`src/rtl/vector_arithmetic_unit_assert.svh`:
```
// assertion macros for the vector arithmetic unit
// included by vector_arithmetic_unit.sv, no other dependencies
`ifndef VECTOR_ARITHMETIC_UNIT_ASSERT_SVH
`define VECTOR_ARITHMETIC_UNIT_ASSERT_SVH
// antecedent implies consequent in the same cycle
`define VAU_ASSERT_IMP(label, clk, rst_n, ante, cons) \
    label: assert property (@(posedge clk) disable iff (!rst_n) (ante) |-> (cons)) \
        else $error("vau assertion failed");
// antecedent implies consequent in the next cycle
`define VAU_ASSERT_NXT(label, clk, rst_n, ante, cons) \
    label: assert property (@(posedge clk) disable iff (!rst_n) (ante) |=> (cons)) \
        else $error("vau assertion failed");
`endif

```
`src/rtl/vau_pkg.sv`:
```
// shared types, constants and helper function of the vector arithmetic unit
// no dependencies
`default_nettype none
package vau_pkg;

    localparam int DATA_W     = 32;
    localparam int FRAC_BITS  = 16;
    localparam int MAX_DIM    = 4;
    localparam int DIM_W      = 3;
    localparam int PROD_W     = 2 * DATA_W;
    localparam int SUM_W      = PROD_W + 2;
    localparam int WIDE_W     = PROD_W + 4;
    localparam int SQ_STEPS   = DATA_W;
    localparam int LEN_W      = DATA_W + 1;
    localparam int NUM_W      = DATA_W + FRAC_BITS;
    localparam int QUO_W      = FRAC_BITS + 1;
    localparam int NRM_W      = QUO_W + 1;
    localparam int NPROD_W    = 2 * NRM_W;
    localparam int LANES      = 2 * MAX_DIM;
    localparam int PADDR_W    = 3;
    localparam int PDATA_W    = 32;
    localparam int FIFO_DEPTH = 2;

    localparam logic [DIM_W-1:0] DIM_RESET = 3'd3;
    localparam logic [DIM_W-1:0] DIM_MIN   = 3'd2;
    localparam logic [DIM_W-1:0] DIM_MAX   = DIM_W'(MAX_DIM);

    localparam logic [PADDR_W-3:0] REG_DIM = '0;

    localparam logic signed [WIDE_W-1:0] SAT_HI =
        {{(WIDE_W-DATA_W+1){1'b0}}, {(DATA_W-1){1'b1}}};
    localparam logic signed [WIDE_W-1:0] SAT_LO =
        {{(WIDE_W-DATA_W+1){1'b1}}, {(DATA_W-1){1'b0}}};
    localparam logic signed [WIDE_W-1:0] ROUND_HALF = WIDE_W'(1) <<< (FRAC_BITS - 1);

    typedef enum logic [2:0] {
        OP_ADD   = 3'd0,
        OP_SUB   = 3'd1,
        OP_NEG   = 3'd2,
        OP_SCALE = 3'd3,
        OP_DOT   = 3'd4,
        OP_MAG   = 3'd5,
        OP_NORM  = 3'd6,
        OP_COS   = 3'd7
    } op_t;

    typedef enum logic [1:0] {
        ST_OK   = 2'd0,
        ST_ZERO = 2'd1,
        ST_SAT  = 2'd2
    } status_t;

    typedef logic signed [DATA_W-1:0]  word_t;
    typedef logic signed [DATA_W:0]    lin_t;
    typedef logic signed [PROD_W-1:0]  prod_t;
    typedef logic signed [NRM_W-1:0]   nrm_t;
    typedef logic signed [NPROD_W-1:0] nprod_t;
    typedef logic [DATA_W-1:0]         mag_t;
    typedef word_t [MAX_DIM-1:0]       vec_t;

    // payload that travels through the square root pipeline
    typedef struct packed {
        op_t                      op;
        logic [DIM_W-1:0]         dim;
        vec_t                     vec;
        word_t                    scal;
        logic                     sat;
        mag_t [MAX_DIM-1:0]       lmag;
        mag_t [MAX_DIM-1:0]       rmag;
        logic [MAX_DIM-1:0]       lneg;
        logic [MAX_DIM-1:0]       rneg;
        logic                     lovf;
        logic                     rovf;
    } sq_side_t;

    // payload that travels through the divider pipeline
    typedef struct packed {
        op_t                      op;
        logic [DIM_W-1:0]         dim;
        vec_t                     vec;
        word_t                    scal;
        logic                     sat;
        logic [MAX_DIM-1:0]       lneg;
        logic [MAX_DIM-1:0]       rneg;
        logic                     lzero;
        logic                     rzero;
    } div_side_t;

    typedef struct packed {
        vec_t    vec;
        word_t   scal;
        status_t status;
    } res_t;

    // returns {clamped flag, clamped value}
    function automatic logic [DATA_W:0] sat_word(input logic signed [WIDE_W-1:0] v);
        logic [DATA_W:0] r;
        if (v > SAT_HI)
            r = {1'b1, SAT_HI[DATA_W-1:0]};
        else if (v < SAT_LO)
            r = {1'b1, SAT_LO[DATA_W-1:0]};
        else
            r = {1'b0, v[DATA_W-1:0]};
        return r;
    endfunction

endpackage
`default_nettype wire

```
`src/rtl/vau_apb_regs.sv`:
```
// apb configuration register block: holds the vector dimension
// depends on vau_pkg
`default_nettype none
module vau_apb_regs
    import vau_pkg::*;
(
    input  logic               clk,
    input  logic               rst_n,
    input  logic               psel,
    input  logic               penable,
    input  logic               pwrite,
    input  logic [PADDR_W-1:0] paddr,
    input  logic [PDATA_W-1:0] pwdata,
    output logic [PDATA_W-1:0] prdata,
    output logic               pready,
    output logic [DIM_W-1:0]   dim
);

    logic [DIM_W-1:0] dim_reg;
    logic [DIM_W-1:0] dim_next;
    logic             wr_en;

    assign pready = 1'b1;
    assign wr_en  = psel && penable && pwrite && pready;
    assign dim    = dim_reg;

    always_comb
    begin
        dim_next = dim_reg;
        if (wr_en)
        begin
            unique case (paddr[PADDR_W-1:2])
                REG_DIM: dim_next = pwdata[DIM_W-1:0];
                default: dim_next = dim_reg;
            endcase
        end
    end

    always_comb
    begin
        unique case (paddr[PADDR_W-1:2])
            REG_DIM: prdata = PDATA_W'(dim_reg);
            default: prdata = '0;
        endcase
    end

    always_ff @(posedge clk or negedge rst_n)
    begin
        if (!rst_n)
            dim_reg <= DIM_RESET;
        else
            dim_reg <= dim_next;
    end

endmodule
`default_nettype wire

```
`config.mk`:
```
export PLATFORM = sky130hd
export DESIGN_NAME = vau_apb_regs
export DESIGN_NICKNAME = d
export VERILOG_FILES = /design/src/rtl/vector_arithmetic_unit_assert.svh /design/src/rtl/vau_pkg.sv /design/src/rtl/vau_apb_regs.sv
export SDC_FILE = /design/constraint.sdc
export NUM_CORES = 1
export LEC_CHECK = 0
export BUFFER_PORTS_ARGS = -buffer_cell sky130_fd_sc_hd__buf_2
export CAP_MARGIN = 20
export CORE_MARGIN = 2
export CORE_UTILIZATION = 22
export CTS_CLUSTER_DIAMETER = 120
export DETAILED_ROUTE_END_ITERATION = 6
export PLACE_DENSITY = 0.84
export SYNTH_ARGS = -nofsm -noshare
export SYNTH_HDL_FRONTEND = slang
export SYNTH_SLANG_ARGS = --single-unit
```
`constraint.sdc`:
```
create_clock -name clk -period 0.8 [get_ports clk]
set_input_delay 0.04 -clock clk [delete_from_list [all_inputs] [get_ports clk]]
set_output_delay 0.04 -clock clk [all_outputs]
set_load 0.02 [all_outputs]
```
Yosys cells after proc, flatten, opt, wreduce, memory -nomap -nowiden
Index checks and enable logic that the tools add are counted.
Word-level totals
  bits in registers: 3
  bits of input ports: 40
  output and inout bits: 36
Operators by class
  multiplexer cells: 1
  bitwise operators: 1
  reductions and logical operators: 3
Operator list (number)
  $mux W3: 1
  $logic_and A1 B1 Y1: 2
  $reduce_and A2 Y1: 1
  $not A1 Y1: 1

Longest topological paths before layout
  depth after elaboration: 3
  depth in mapped cells: 2
  gate-level depth less buffers: 2

Worst setup path after synthesis
No wires, ideal clock.
  path type: reg-to-reg
  start: reg dim[2] (netlist name)
  end: reg dim_reg[2] (netlist: dim[2])
  arrival: 0.709 ns
  setup slack: -0.034 ns
  cell stages (with the launch flop): 2
  buffers on the path: 0
  clock period less this slack: 0.834 ns
  cells stage by stage: dfrtp_1 > mux2_4
RTL lines
  end signal: assignment: RTL line vau_apb_regs.sv:52  | dim_reg <= dim_next;
  end: declaration: RTL line vau_apb_regs.sv:19  | logic [DIM_W-1:0] dim_reg;

Worst setup path in the final report
  start: reg dim_reg[0] (netlist: dim[0])
  end: out prdata[0]
Between the ends
  longest elaborated chain between the ends: 1
RTL lines
  $mux W3: RTL line vau_apb_regs.sv:41  | unique case (paddr[PADDR_W-1:2])
  end: declaration: RTL line vau_apb_regs.sv:14  | output logic [PDATA_W-1:0] prdata,
No other way between the ends.

==> results.json <==
{
  "clkLatencyLatePin_ps": 230,
  "place_ws_ps": -37.9,
  "drt_pass1_iterations": 2,
  "synth_xor_area_share_pct": 0,
  "min_period_ps": 1050,
  "clock-sinks": 3,
  "setup_slack_ps": -250,
  "synth_warnings": 0,
  "slowest_delay_ps": 530,
  "routed_wl_um": 617,
  "viasPerCell": 2.78,
  "largest_register_ffs": 3,
  "synth.mux.area_fraction_pct": 11.1,
  "start_kind": "flip-flop",
  "p_seq_share_pct": 23.5,
  "die_w_um": 46.9,
  "synth.area.top_cells": "buf_4, dfstp_2, mux2_4",
  "hold_viol": 0,
  "rsz0062_at_grt": "yes",
  "grt_max_degree": 4,
  "dieArea_mm2": 0.00220,
  "violations": "setup timing",
  "grt_pass1_wl_um": 662,
  "cp_max_fo": 3,
  "drc": 0,
  "crit_chain": "and2b_2 -> buf_6",
  "p_sw_share_pct": 37.6,
  "layout_commonest_cell": "conb_1",
  "cp_top_family": "flip-flops",
  "drtIter0Drc": 2,
  "synth_compound_area_share_pct": 0,
  "combPwrFrac_pct": 49.2,
  "slew_violations": 0,
  "power.total_uw": 962,
  "syn_avg_cell_area_um2": 9.65,
  "p_int_uw": 601,
  "synthAdderAreaFrac_pct": 0,
  "drt.antenna.violating_nets": 0,
  "synth_top_area_share_pct": 55.6,
  "antenna_found_initial": 0,
  "cts_max_level": 1,
  "synth.distinct_cells": 7,
  "portBuffers": 14,
  "critPathRequiredTime_ps": 760,
  "synthSimpleGateAreaFrac_pct": 12.3,
  "wl_per_cell_um": 7.09,
  "cts_root_buffer": "clkbuf_4",
  "synth-seq-area-share_pct": 19.1,
  "cp_num_buf_inv": 1,
  "fmax_mhz": 952,
  "diodes": 0,
  "gp_congestion": 0.471,
  "start_util_pct": 23.5,
  "dp.final_hpwl_um": 508,
  "grt_usage_pct": 5.15,
  "netlist_instances": 42,
  "fin_crit_sh_pct": 131,
  "p_leak_uw": 0.000290,
  "final_net_count": 103,
  "end_kind": "output pin",
  "crit_type": "flip-flop to output pin",
  "num_vias": 242,
  "cts_buffer_depth": 2,
  "syn_to_final_growth_pct": 19.4,
  "die_y_um": 46.9,
  "cts_buffers": 3,
  "final_cell_mix": "conb_1, buf_2, buf_6",
  "switchingPower_uw": 361,
  "powerDensity_mw_per_mm2": 1990,
  "clkPwrFrac_pct": 27.2,
  "status": "finished with violations",
  "synth_top_area_cell": "buf_4",
  "io_pins": 76,
  "cts_tree": "built",
  "netlist_area_um2": 405,
  "drive_above_1_share_pct": 48.4,
  "vdd_ir_drop_max_mv": 0.500,
  "finClkSkew_ps": 0,
  "setup_viol": 7,
  "coreArea_mm2": 0.00173,
  "min_path_type": "input pin to flip-flop",
  "rows": 15,
  "first_global_vias": 205,
  "synth_top_family_by_area": "buffers and inverters",
  "cpMaxStageDelayCell": "dfstp_2",
  "arrival_ps": 1010,
  "gr-total-overflow": 0,
  "synth-seq-cells": 3,
  "maxCapViolCount": 0,
  "clkSlewWorstSetupHoldPaths_ps": 40,
  "r2r_slack_ps": -90
}
==> metrics by stage <==
step | hold slack (ps) | util (%) | std cells | instance area [um2] | TNS [ps]
finish | 50.5 | 28.0 | 87 | 484 | -1210
global route | 41.4 | 28.0 | 87 | 484 | -1380
CTS | 37.1 | 27.1 | 86 | 468 | -1270
detailed placement | -161 | 22.9 | 80 | 395 | -69.2
global placement | -168 | 22.9 | 80 | 395 | -48.7
floorplan | -256 | - | 70 | 512 | -71.7
==> power groups by stage <==
| stage | Sequential [uW] | Combinational, uW | Clock [uW] |
|---|---|---|---|
| after floorplan | 272 | 337 | 0 |
| after detailed placement | 229 | 359 | 0 |
| final | 227 | 474 | 262 |
| after CTS | 226 | 436 | 282 |
| after global routing | 230 | 502 | 291 |
| after global placement | 226 | 355 | 0 |
==> synthesized netlist by cell type <==
library cell	n
buf_4	30
and2b_2	3
mux2_4	3
conb_1	2
dfstp_2	2
dfrtp_1	1
nand4b_4	1
==> cells by family after synthesis <==
family / Yosys count
mux: 3
buf+inv: 30
simple gates: 4
flops: 3
other cells: 2
==> layer usage <==
layer	wire length, um	global-route usage, %
met3	106	4.62
met4	0	5.00
met5	0	0
met1	147	1.83
met2	364	10.1
==> layout make-up <==
cell class                      instances  area (um2)
Clock buffer                            4        26.3
Fill cell                             190        1240
Multi-Input combinational cell         37         208
Sequential cell                         3        78.8
Tap cell                               25        31.3
Timing Repair Buffer                   18         140
==> path summary, 6_finish.rpt <==
path / startpoint / endpoint / depth (start not counted)
min reg2reg: dim[2] / dim[2] / 2
max reg2reg: dim[2] / dim[2] / 2
max: dim[0] / prdata[0] / 2
min in group asynchronous: rst_n / dim[2] / 2
min: pwdata[1] / dim[1] / 2
max in group asynchronous: rst_n / dim[1] / 2
==> timing repair <==
| item | 4_1_cts | 5_1_grt |
|---|---|---|
| setup buffers | 1 | 1 |
| hold buffers | 1 | 0 |
| setup endpoints to repair | 6 | 7 |
| pin swaps | 0 | 0 |
| gates resized for setup | 9 | 3 |
| endpoints found under the hold margin | 3 | 0 |
| cloned | 0 | 0 |
Note: power is estimated with default switching activity, not from simulation.
